===== src/hw/rtl/ntp_pkg.sv =====
package ntp_pkg;

  localparam logic [13:0] OCT_STEPS   = 14'd1536;
  localparam logic [15:0] UNITY_PITCH = 16'h1000;
  localparam logic [15:0] STEP_FACTOR = 16'h103B;
  localparam logic [13:0] PITCH_SAT   = 14'h3FFF;
  localparam logic [18:0] PITCH_LIMIT = 19'h4000;

  localparam int unsigned MUL_A_W = 18;
  localparam int unsigned MUL_B_W = 16;
  localparam int unsigned MUL_P_W = MUL_A_W + MUL_B_W;

  typedef struct packed {
    logic        valid;
    logic [13:0] pitch;
  } ntp_res_t;

endpackage


===== src/hw/rtl/ntp_mul.sv =====
module ntp_mul (
  input  logic [ntp_pkg::MUL_A_W-1:0] mul_a,
  input  logic [ntp_pkg::MUL_B_W-1:0] mul_b,
  output logic [ntp_pkg::MUL_P_W-1:0] mul_p
);

  // shared unsigned multiplier, product is registered by the sequencer
  assign mul_p = {{ntp_pkg::MUL_B_W{1'b0}}, mul_a} * {{ntp_pkg::MUL_A_W{1'b0}}, mul_b};

endmodule


===== src/hw/rtl/ntp_ctrl.sv =====
module ntp_ctrl (
  input  logic                        clk,
  input  logic                        rst_n,
  input  logic                        in_valid,
  output logic                        in_ready,
  input  logic [6:0]                  center_note,
  input  logic [6:0]                  center_fine,
  input  logic [6:0]                  target_note,
  input  logic [6:0]                  target_fine,
  output logic [ntp_pkg::MUL_A_W-1:0] mul_a,
  output logic [ntp_pkg::MUL_B_W-1:0] mul_b,
  input  logic [ntp_pkg::MUL_P_W-1:0] mul_p,
  output ntp_pkg::ntp_res_t           res,
  input  logic                        res_ready
);

  typedef enum logic [2:0] {
    S_IDLE,
    S_DIV,
    S_STEP,
    S_LO,
    S_HI,
    S_FRAC
  } state_t;

  state_t      state_r, state_nxt;
  logic        down_r, down_nxt;
  logic [13:0] mag_r, mag_nxt;
  logic [3:0]  oct_r, oct_nxt;
  logic [15:0] base_r, base_nxt;
  logic [5:0]  cnt_r, cnt_nxt;
  logic [4:0]  frac_r, frac_nxt;
  logic [13:0] mult_r, mult_nxt;
  logic [13:0] hm_r, hm_nxt;
  logic [29:0] lo_r, lo_nxt;
  logic [17:0] d_r, d_nxt;

  always_comb begin
    logic [13:0] center;
    logic [13:0] target;
    logic [13:0] rem;
    logic [3:0]  oct_a;
    logic [29:0] diff;
    logic [30:0] sum;

    state_nxt = state_r;
    down_nxt  = down_r;
    mag_nxt   = mag_r;
    oct_nxt   = oct_r;
    base_nxt  = base_r;
    cnt_nxt   = cnt_r;
    frac_nxt  = frac_r;
    mult_nxt  = mult_r;
    hm_nxt    = hm_r;
    lo_nxt    = lo_r;
    d_nxt     = d_r;
    in_ready  = 1'b0;
    mul_a     = '0;
    mul_b     = '0;
    res.valid = 1'b0;
    res.pitch = '0;

    center = {center_note, center_fine};
    target = {target_note, target_fine};
    rem    = mag_r;
    oct_a  = oct_r;
    diff   = '0;
    sum    = '0;

    case (state_r)
      S_IDLE: begin
        in_ready = 1'b1;
        if (in_valid) begin
          down_nxt  = target < center;
          mag_nxt   = (target < center) ? (center - target) : (target - center);
          oct_nxt   = '0;
          state_nxt = S_DIV;
        end
      end
      S_DIV: begin
        if (mag_r >= ntp_pkg::OCT_STEPS) begin
          mag_nxt = mag_r - ntp_pkg::OCT_STEPS;
          oct_nxt = oct_r + 4'd1;
        end else begin
          // downward with remainder: round octave away from zero
          if (down_r && (mag_r != '0)) begin
            rem   = ntp_pkg::OCT_STEPS - mag_r;
            oct_a = oct_r + 4'd1;
          end
          if (down_r) begin
            base_nxt = ntp_pkg::UNITY_PITCH >> oct_a;
          end else if (oct_a < 4'd4) begin
            base_nxt = ntp_pkg::UNITY_PITCH << oct_a[1:0];
          end else begin
            base_nxt = '0;
          end
          oct_nxt   = oct_a;
          cnt_nxt   = rem[10:5];
          frac_nxt  = rem[4:0];
          mult_nxt  = ntp_pkg::UNITY_PITCH[13:0];
          state_nxt = S_STEP;
        end
      end
      S_STEP: begin
        mul_a = {4'b0, mult_r};
        mul_b = ntp_pkg::STEP_FACTOR;
        if (cnt_r != '0) begin
          mult_nxt = mul_p[25:12];
          cnt_nxt  = cnt_r - 6'd1;
        end else begin
          hm_nxt    = mul_p[25:12];
          state_nxt = S_LO;
        end
      end
      S_LO: begin
        mul_a     = {4'b0, mult_r};
        mul_b     = base_r;
        lo_nxt    = mul_p[29:0];
        state_nxt = S_HI;
      end
      S_HI: begin
        mul_a     = {4'b0, hm_r};
        mul_b     = base_r;
        diff      = mul_p[29:0] - lo_r;
        d_nxt     = diff[22:5];
        state_nxt = S_FRAC;
      end
      S_FRAC: begin
        mul_a     = d_r;
        mul_b     = {11'b0, frac_r};
        sum       = {1'b0, lo_r} + mul_p[30:0];
        res.valid = 1'b1;
        res.pitch = (sum[30:12] >= ntp_pkg::PITCH_LIMIT) ? ntp_pkg::PITCH_SAT : sum[25:12];
        if (res_ready) begin
          state_nxt = S_IDLE;
        end
      end
      default: begin
        state_nxt = S_IDLE;
      end
    endcase
  end

  always_ff @(posedge clk) begin
    if (!rst_n) begin
      state_r <= S_IDLE;
    end else begin
      state_r <= state_nxt;
    end
    down_r <= down_nxt;
    mag_r  <= mag_nxt;
    oct_r  <= oct_nxt;
    base_r <= base_nxt;
    cnt_r  <= cnt_nxt;
    frac_r <= frac_nxt;
    mult_r <= mult_nxt;
    hm_r   <= hm_nxt;
    lo_r   <= lo_nxt;
    d_r    <= d_nxt;
  end

endmodule


===== src/hw/rtl/note_to_pitch_converter.sv =====
// note to pitch converter
// input channel in_*: one item holds center note/fine and target note/fine.
// output channel out_*: one item holds the 14-bit pitch, 0x1000 = original rate.
// each input item gives exactly one output item.
// an item first runs an octave split by repeated subtract of 1536, then one
// pass of the shared multiplier per 2^(1/48) step, then three multiplies
// for interpolation and rounding.
// the block takes one item at a time; in_tready is high only while idle.
// a finished result sits in the output register; the next item is accepted
// while it waits, and that item's result is held in the sequencer until the
// output register frees up.
// reset (rst_n low, synchronous) returns the sequencer to idle and drops
// out_tvalid.
module note_to_pitch_converter (
  input  logic        clk,
  input  logic        rst_n,
  input  logic        in_tvalid,
  output logic        in_tready,
  input  logic [31:0] in_tdata,  // center_note, center_fine, target_note, target_fine, zero pad
  output logic        out_tvalid,
  input  logic        out_tready,
  output logic [15:0] out_tdata  // pitch, zero pad
);

  logic [ntp_pkg::MUL_A_W-1:0] mul_a;
  logic [ntp_pkg::MUL_B_W-1:0] mul_b;
  logic [ntp_pkg::MUL_P_W-1:0] mul_p;
  ntp_pkg::ntp_res_t           res;
  logic                        res_ready;
  logic                        out_valid_r;
  logic [13:0]                 out_pitch_r;

  ntp_mul u_mul (
    .mul_a (mul_a),
    .mul_b (mul_b),
    .mul_p (mul_p)
  );

  ntp_ctrl u_ctrl (
    .clk         (clk),
    .rst_n       (rst_n),
    .in_valid    (in_tvalid),
    .in_ready    (in_tready),
    .center_note (in_tdata[6:0]),
    .center_fine (in_tdata[13:7]),
    .target_note (in_tdata[20:14]),
    .target_fine (in_tdata[27:21]),
    .mul_a       (mul_a),
    .mul_b       (mul_b),
    .mul_p       (mul_p),
    .res         (res),
    .res_ready   (res_ready)
  );

  assign res_ready = !out_valid_r || out_tready;

  always_ff @(posedge clk) begin
    if (!rst_n) begin
      out_valid_r <= 1'b0;
    end else if (res.valid && res_ready) begin
      out_valid_r <= 1'b1;
    end else if (out_tready) begin
      out_valid_r <= 1'b0;
    end
    if (res.valid && res_ready) begin
      out_pitch_r <= res.pitch;
    end
  end

  assign out_tvalid = out_valid_r;
  assign out_tdata  = {2'b0, out_pitch_r};

endmodule

===== config.mk =====
export PLATFORM = sky130hd
export DESIGN_NAME = note_to_pitch_converter
export DESIGN_NICKNAME = d
export VERILOG_FILES = /design/src/hw/rtl/ntp_pkg.sv /design/src/hw/rtl/ntp_mul.sv /design/src/hw/rtl/ntp_ctrl.sv /design/src/hw/rtl/note_to_pitch_converter.sv
export SDC_FILE = /design/constraint.sdc
export NUM_CORES = 1
export LEC_CHECK = 0
export ABC_CLOCK_PERIOD_IN_PS = 9500
export BUFFER_PORTS_ARGS = -buffer_cell sky130_fd_sc_hd__clkbuf_2
export CORE_ASPECT_RATIO = 2
export CORE_UTILIZATION = 53
export CTS_BUF_LIST = sky130_fd_sc_hd__clkbuf_4 sky130_fd_sc_hd__clkbuf_8
export DETAILED_ROUTE_END_ITERATION = 12
export PLACE_DENSITY = 0.72
export SYNTH_ARGS = -nofsm -noshare
export SYNTH_HDL_FRONTEND = slang
export SYNTH_SLANG_ARGS = --single-unit

===== constraint.sdc =====
create_clock -name clk -period 9.5 [get_ports clk]
set_input_delay 1.425 -clock clk [delete_from_list [all_inputs] [get_ports clk]]
set_output_delay 1.425 -clock clk [all_outputs]
set_load 0.02 [all_outputs]

==> results.ini, run 1 <==
[logic_synthesis]
yosys_warnings=0
syn_area_sq_um=17800
synth.distinct_cells=71
ys.flop_type=edfxtp_1
syn-mean-instance-area_sq_um=9.35
syn_inst=1909
ys_ff_latch=140
synth_edf_count=136
ys_seq_area_share_pct=23.3
synthArstFlopShare_pct=0

[clock_network]
htreeDepth=4
clkSinkCount=140
cts_made_buffers=17
clock_path_buffers=2
tritoncts=yes
clk_latency_ns=0.48
root_buffer=clkbuf_8
clkSlewWorstSetupHoldPaths_ns=0.08
hold_buffers=0

[power]
swShare_pct=40.6
p_comb_share_pct=53.1
leakage_nw=9.52
p_seq_share_pct=29.3
vdd_ir_drop_max_uv=188
power.internal_mw=1.57
p_switching_mw=1.07
p_per_area_nw_per_um2=129
clockPowerShare_pct=17.6

[critical_path]
end_kind=flip-flop
r2r_end=out_pitch_r[0]$_SDFFCE_PP0P_
start_kind=flip-flop
reg2reg_slack_ns=0.32
r2r_cells=39
crit_top_cell=fa_1
slowest_delay_ns=0.53
crit_type=reg2reg
cp.arrival_ns=9.37
worst-path-max-fanout=10
worstPathRequired_ns=9.68
critPathLaunch=u_ctrl.state_r[0]$_SDFFE_PN0P_
critPathSlowestCell=fa_1
reg2reg_from=u_ctrl.state_r[0]$_SDFFE_PN0P_

[place]
dpl.hpwl_um=39300
port_buffers=47
gp_congestion=0.896
dp_cells=2520

[floorplan]
core-area_sq_um=33000
start_util_pct=54.0
die_x_um=132
dieArea_sq_um=34400
ioPinCount=54
die_y_um=261
rows=94

[grt]
grt_pass1_vias=14900
overflow=0
grt_antenna_before_repair=0
grt_max_degree=33
grt_usage_pct=27.9
grt_pass1_wl_um=73000

[sta]
drv_slew=0
fmax_ghz=0.109
hold_violations=0
worstMarginPinSlew_ns=1.23
period_minus_slack_ns=9.19
setup_violations=0
rsz0062_at_grt=yes
fin_skew_ns=0.0147
slew_headroom_pct=18.3
post-route-period-util_pct=96.7

[finish]
drive_gt1_share_pct=15.3
utilization_pct=62.1
final_cell_mix=inv_1, fa_1, nor2_1, nand2_1, ha_1
final-seq-area_sq_um=4180
multi_input_area_sq_um=12500
final_cells=2566
syn2layout_area_growth_pct=15.0
n_fill_cell=2815
final_common_cell=inv_1
fin_nets=2551
diodes=0

[outcome]
outcome=complete, no violations

[drt]
highest_layer=met4
dr.pass1.iters=7
wl_met2_um=25400
vias=14100
drcViolationCount=0
dr.first_iter.drc_count=677
wl_met3_um=1260
wire_per_inst_um=18.0
ant_nets=0
wl_met1_um=15000
wl_um=46200
via_per_inst=5.48

[hold_path]
min_to=u_ctrl.frac_r[0]$_DFFE_PP_
hp-start=u_ctrl.mag_r[0]$_DFFE_PP_
hp-class=reg2reg
hold_depth=0

[job]
maxCapViolCount=0

## worst max path at each step
stage                                    endpoint  cells after the start
finish               out_pitch_r[0]$_SDFFCE_PP0P_                     39
floorplan           out_pitch_r[10]$_SDFFCE_PP0P_                     38
global route         out_pitch_r[0]$_SDFFCE_PP0P_                     43
detailed placement   out_pitch_r[0]$_SDFFCE_PP0P_                     39
CTS                  out_pitch_r[0]$_SDFFCE_PP0P_                     42
global placement    out_pitch_r[13]$_SDFFCE_PP0P_                     39
## Yosys cell counts, types with 3 or more instances
library cell	count	share of area, %
a21o_1	29	1.2
nor2_1	210	4.4
o21ai_0	39	1.1
buf_1	4	0.084
nor2b_1	12	0.42
mux2i_1	23	1.3
ha_1	171	12
a21oi_1	98	2.7
or3_1	8	0.28
nand2_1	176	3.7
xor2_1	31	1.5
dfxtp_1	4	0.45
a31oi_1	10	0.35
clkbuf_1	47	0.99
o31ai_1	7	0.29
and2_1	24	0.84
edfxtp_1	136	23
o21a_1	27	1.1
a21boi_0	4	0.17
o21bai_1	12	0.50
o2111ai_1	4	0.20
buf_4	5	0.21
a21oi_2	13	0.64
inv_1	333	7.0
nor3b_1	4	0.17
or2_2	6	0.21
o21ai_1	14	0.39
fa_1	222	25
and3_1	7	0.25
nand4_1	10	0.35
nor3_1	28	0.79
nand2b_1	24	0.84
a211oi_1	8	0.34
nor4_1	12	0.42
or4_1	5	0.21
nand3_1	33	0.93
o211ai_1	3	0.13
nand3b_1	5	0.21
xnor2_1	60	2.9
## power groups by stage
stage | Clock, mW | Sequential [mW] | Combinational (mW)
after floorplan | 0 | 0.768 | 0.815
after global placement | 0 | 0.783 | 1.29
after detailed placement | 0 | 0.785 | 1.32
after CTS | 0.469 | 0.770 | 1.33
after global routing | 0.493 | 0.777 | 1.52
final | 0.465 | 0.772 | 1.40
## per-layer routing
layer	vias up	GRT usage (%)
met5	-	0
met4	0	25.6
met3	168	2.54
met2	370	54.1
met1	6936	25.2
li1	6596	-
## through the flow
stage               power [mW]  worst slack [ns]  cell area (sq um)  hold WS [ns]  setup TNS (ns)
floorplan                 1.58           0.00571              18000         0.477               0
global placement          2.08            -0.190              19700         0.509           -2.43
detailed placement        2.10            -0.234              19700         0.518           -2.85
CTS                       2.57            0.0374              20100         0.533               0
global route              2.79           -0.0424              20500         0.542          -0.335
finish                    2.64             0.315              20500         0.534               0
## sequential cells by signal (all words and copies together) (netlist names), 3 cells and up
name,count
out_pitch_r,14
u_ctrl.base_r,16
u_ctrl.cnt_r,6
u_ctrl.d_r,18
u_ctrl.frac_r,5
u_ctrl.hm_r,14
u_ctrl.lo_r,30
u_ctrl.mag_r,14
u_ctrl.mult_r,14
u_ctrl.oct_r,4
u_ctrl.state_r,3
## logic make-up (layout without fill, tap and decap cells)
kind of cell	count (synthesis)	after routing	synth area share, %
AND/OR/NAND/NOR	571	571	14.4
other	2	40	0.0421
adder cells (fa/ha/maj)	393	393	36.9
XOR/XNOR	91	91	4.47
AO/OA/AOI/OAI	293	293	10.8
multiplexers	26	26	1.54
buffers and inverters	393	580	8.47
flip-flops	140	140	23.3
## repair_timing
item | CTS | global route
buffers inserted | 0 | 10
pin swaps | 0 | 9
gates resized for setup | 10 | 53
gates cloned | 0 | 5
setup endpoints to repair | 14 | 14
## cell type report
class                      instances  share of cell area, %
clock inverter                    14                  0.659
tap                              432                   2.63
inverter                         333                   6.09
sequential                       140                   20.4
timing repair buffer             216                   7.97
clock buffer                      17                   1.14
multi-input combinational       1414                   61.2
## critical path: cells and delay by family (launching register included)
family / cells / cell delay (ns)
compound gates: 12 / 2.08
buf+inv: 11 / 1.30
flops: 1 / 0.43
fa+ha+maj: 8 / 3.61
mux: 1 / 0.19
simple gates: 6 / 1.18
xor+xnor: 1 / 0.08
No activity file was read; power rests on OpenSTA's default activity.
==> run 2, diff against run 1 <==
Settings changed: ABC_AREA from default to 1.
==> results.ini, run 2 <==
[sta]
worstMarginPinSlew_ns=0.843  ; was 1.23 ns
drv_slew=0  ; unchanged
fin_ws_ns=0.402  ; was 0.315 ns
hold_violations=0  ; unchanged
setup_violations=0  ; unchanged
fin_skew_ns=0.0154  ; was 0.0147 ns
slew_headroom_pct=43.2  ; was 18.3%
post-route-period-util_pct=95.8  ; was 96.7%
fmax_ghz=0.110  ; was 0.109 GHz
period_minus_slack_ns=9.10  ; was 9.19 ns

[floorplan]
die_x_um=135  ; was 132 um
die_y_um=268  ; was 261 um
core-area_sq_um=35000  ; was 33000 sq um
start_util_pct=53.6  ; was 54.0%
rows=97  ; was 94
dieArea_sq_um=36200  ; was 34400 sq um
ioPinCount=54  ; unchanged

[drt]
wire_per_inst_um=17.2  ; was 18.0 um
dr.first_iter.drc_count=767  ; was 677
vias=15700  ; was 14100
dr.pass1.iters=5  ; was 7
drcViolationCount=0  ; unchanged
ant_nets=0  ; unchanged
via_per_inst=5.27  ; was 5.48
wl_um=51200  ; was 46200 um

[grt]
grtUsageMet1_pct=27.7  ; was 25.2%
grt_pass1_vias=16700  ; was 14900
grt_max_degree=31  ; was 33
grt_antenna_before_repair=1  ; was 0
overflow=0  ; unchanged
grt_usage_pct=30.0  ; was 27.9%
grt_pass1_wl_um=82300  ; was 73000 um
grt.busiest_layer=met2  ; unchanged
grt_use_met3_pct=2.60  ; was 2.54%
grt_use_met2_pct=59.7  ; was 54.1%

[critical_path]
r2r_end=out_pitch_r[0]$_SDFFCE_PP0P_  ; unchanged
worst-path-max-fanout=14  ; was 10
crit_type=reg2reg  ; unchanged
r2r_cells=41  ; was 39
cp.arrival_ns=9.33  ; was 9.37 ns
worstPathRequired_ns=9.74  ; was 9.68 ns
crit_top_cell=nand2_1  ; was fa_1
end_kind=flip-flop  ; unchanged
reg2reg_slack_ns=0.40  ; was 0.32 ns
start_kind=flip-flop  ; unchanged
slowest_delay_ns=0.54  ; was 0.53 ns
critPathSlowestCell=fa_1  ; unchanged
reg2reg_from=u_ctrl.state_r[2]$_SDFFE_PN0P_  ; was u_ctrl.state_r[0]$_SDFFE_PN0P_

[hold_path]
hold_depth=0  ; unchanged
hp-start=u_ctrl.mag_r[0]$_DFFE_PP_  ; unchanged
hp-class=reg2reg  ; unchanged
min_to=u_ctrl.frac_r[0]$_DFFE_PP_  ; unchanged

[finish]
top_register=u_ctrl.lo_r  ; unchanged
final_cell_mix=inv_1, nand2_1, fa_1, nor2_1, buf_4  ; was inv_1, fa_1, nor2_1, nand2_1, ha_1
syn2layout_area_growth_pct=14.0  ; was 15.0%
largest_reg_flops=30  ; unchanged
n_fill_cell=3127  ; was 2815
biggestRegsByFlops=u_ctrl.lo_r (30), u_ctrl.d_r (18), u_ctrl.base_r (16)  ; unchanged
drive_gt1_share_pct=13.1  ; was 15.3%
final_common_cell=inv_1  ; unchanged
fin_nets=2945  ; was 2551
final_area_sq_um=21400  ; was 20500 sq um

[clock_network]
clkSlewWorstSetupHoldPaths_ns=0.10  ; was 0.08 ns
htreeDepth=4  ; unchanged
clock_path_buffers=2  ; unchanged
clkSinkCount=140  ; unchanged
clk_latency_ns=0.49  ; was 0.48 ns
hold_buffers=0  ; unchanged
tritoncts=yes  ; unchanged
cts_made_buffers=17  ; unchanged
root_buffer=clkbuf_8  ; unchanged

[logic_synthesis]
yosys_warnings=0  ; unchanged
yosys.area.top_type=fa_1  ; unchanged
synth_edf_count=136  ; unchanged
synthArstFlopShare_pct=0  ; unchanged
synth.most_common_cell=inv_1  ; unchanged
synth.area.top_cells=fa_1, edfxtp_1, ha_1  ; unchanged
synth_common_cells=inv_1, nand2_1, fa_1  ; was inv_1, fa_1, nor2_1
syn_inst=2289  ; was 1909
ys_seq_area_share_pct=22.2  ; was 23.3%
ys.flop_type=edfxtp_1  ; unchanged
syn_area_sq_um=18700  ; was 17800 sq um
synth.distinct_cells=56  ; was 71
ys_ff_latch=140  ; unchanged
syn-mean-instance-area_sq_um=8.19  ; was 9.35 sq um
synth_top_area_share_pct=23.7  ; was 24.9%

[outcome]
outcome=complete, no violations  ; unchanged

[place]
dpl.hpwl_um=44400  ; was 39300 um
port_buffers=47  ; unchanged
pre_cts_ws_ns=0.137  ; was -0.234 ns
dpl_cell_area_sq_um=20700  ; was 19700 sq um
gp_congestion=0.975  ; was 0.896

[job]
maxCapViolCount=0  ; unchanged

[power]
p_per_area_nw_per_um2=258  ; was 129 nW/um^2
leakage_nw=11.2  ; was 9.52 nW
vdd_ir_drop_max_uv=515  ; was 188 uV

[run 2: cell types whose count changed after synthesis, moves of 25 or more]
cell	previous run	this run
a21oi_1	98	128
xor2_1	31	65
inv_1	333	554
o21ai_0	39	85
nand2_1	176	442
o21a_1	27	2
xnor2_1	60	20
[run 2: kinds of logic (layout without fill, tap and decap cells)]
group	Yosys count	in the layout	synth area share, %
buffers and inverters	616	818	12.6
other	2	41	0.0401
flip-flops	140	140	22.2
AO/OA/AOI/OAI	292	292	8.87
multiplexers	2	2	0.107
XOR/XNOR	85	85	3.97
adder cells (fa/ha/maj)	393	393	35.1
AND/OR/NAND/NOR	759	759	17.0
[run 2: final cells by class]
cell class	count	area, sq um	share of cell area (%)
diodes	1	2.50	0.0117
clock inverters	15	184	0.861
well taps	445	557	2.61
multi-input cells	1571	12500	58.4
clock buffers	17	234	1.10
flip-flops and latches	140	4170	19.5
repair inverters	1	7.51	0.0352
inverters	560	2120	9.91
repair buffers	225	1600	7.51
[run 2: worst max-delay path: cells and delay by family, from the launching register on]
| family | cells | cell delay, ns |
|---|---|---|
| flip-flops | 1 | 0.38 |
| AND/OR/NAND/NOR | 17 | 2.50 |
| AO/OA/AOI/OAI | 4 | 1.03 |
| adder cells (fa/ha/maj) | 8 | 3.56 |
| XOR/XNOR | 1 | 0.18 |
| buffers and inverters | 11 | 1.20 |
[run 2: per-stage QoR]
stage / hold slack, ns / utilization (%) / instances / power, mW / setup TNS (ns)
floorplan: 0.451 / - / 2327 / 3.32 / 0
global placement: 0.470 / 59.4 / 2937 / 4.80 / 0
detailed placement: 0.517 / 59.4 / 2937 / 4.86 / 0
CTS: 0.548 / 60.6 / 2969 / 5.40 / 0
global route: 0.563 / 61.1 / 2975 / 5.95 / -0.0203
finish: 0.549 / 61.1 / 2975 / 5.52 / 0
[run 2: report_power, final]
part / internal (mW) / switching, mW / leakage [nW]
Sequential: 0.927 / 0.0746 / 1.30
Combinational: 1.53 / 2.48 / 9.67
Clock: 0.204 / 0.302 / 0.210
Total: 2.66 / 2.86 / 11.2
[run 2: worst max path at each step]
stage                                    from                            end  slack [ns]
2_1_floorplan  u_ctrl.state_r[1]$_SDFFE_PN0P_  out_pitch_r[10]$_SDFFCE_PP0P_        1.05
6_report       u_ctrl.state_r[2]$_SDFFE_PN0P_   out_pitch_r[0]$_SDFFCE_PP0P_        0.40
4_1_cts        u_ctrl.state_r[0]$_SDFFE_PN0P_   out_pitch_r[0]$_SDFFCE_PP0P_        0.07
3_3_place_gp   u_ctrl.state_r[0]$_SDFFE_PN0P_   out_pitch_r[0]$_SDFFCE_PP0P_        0.31
5_1_grt        u_ctrl.state_r[0]$_SDFFE_PN0P_   out_pitch_r[0]$_SDFFCE_PP0P_       -0.02
3_5_place_dp   u_ctrl.state_r[0]$_SDFFE_PN0P_   out_pitch_r[0]$_SDFFCE_PP0P_        0.14
[run 2: layer usage]
| metal | routed length (um) | up-vias |
|---|---|---|
| met1 | 16500 | 7615 |
| met5 | 0 | - |
| met3 | 1400 | 189 |
| met4 | 4060 | 0 |
| li1 | - | 7467 |
| met2 | 29300 | 403 |
[run 2: what timing repair did]
action | CTS | global route
gates resized for setup | 0 | 45
endpoints found under the setup margin | 0 | 14
setup buffers | 0 | 4
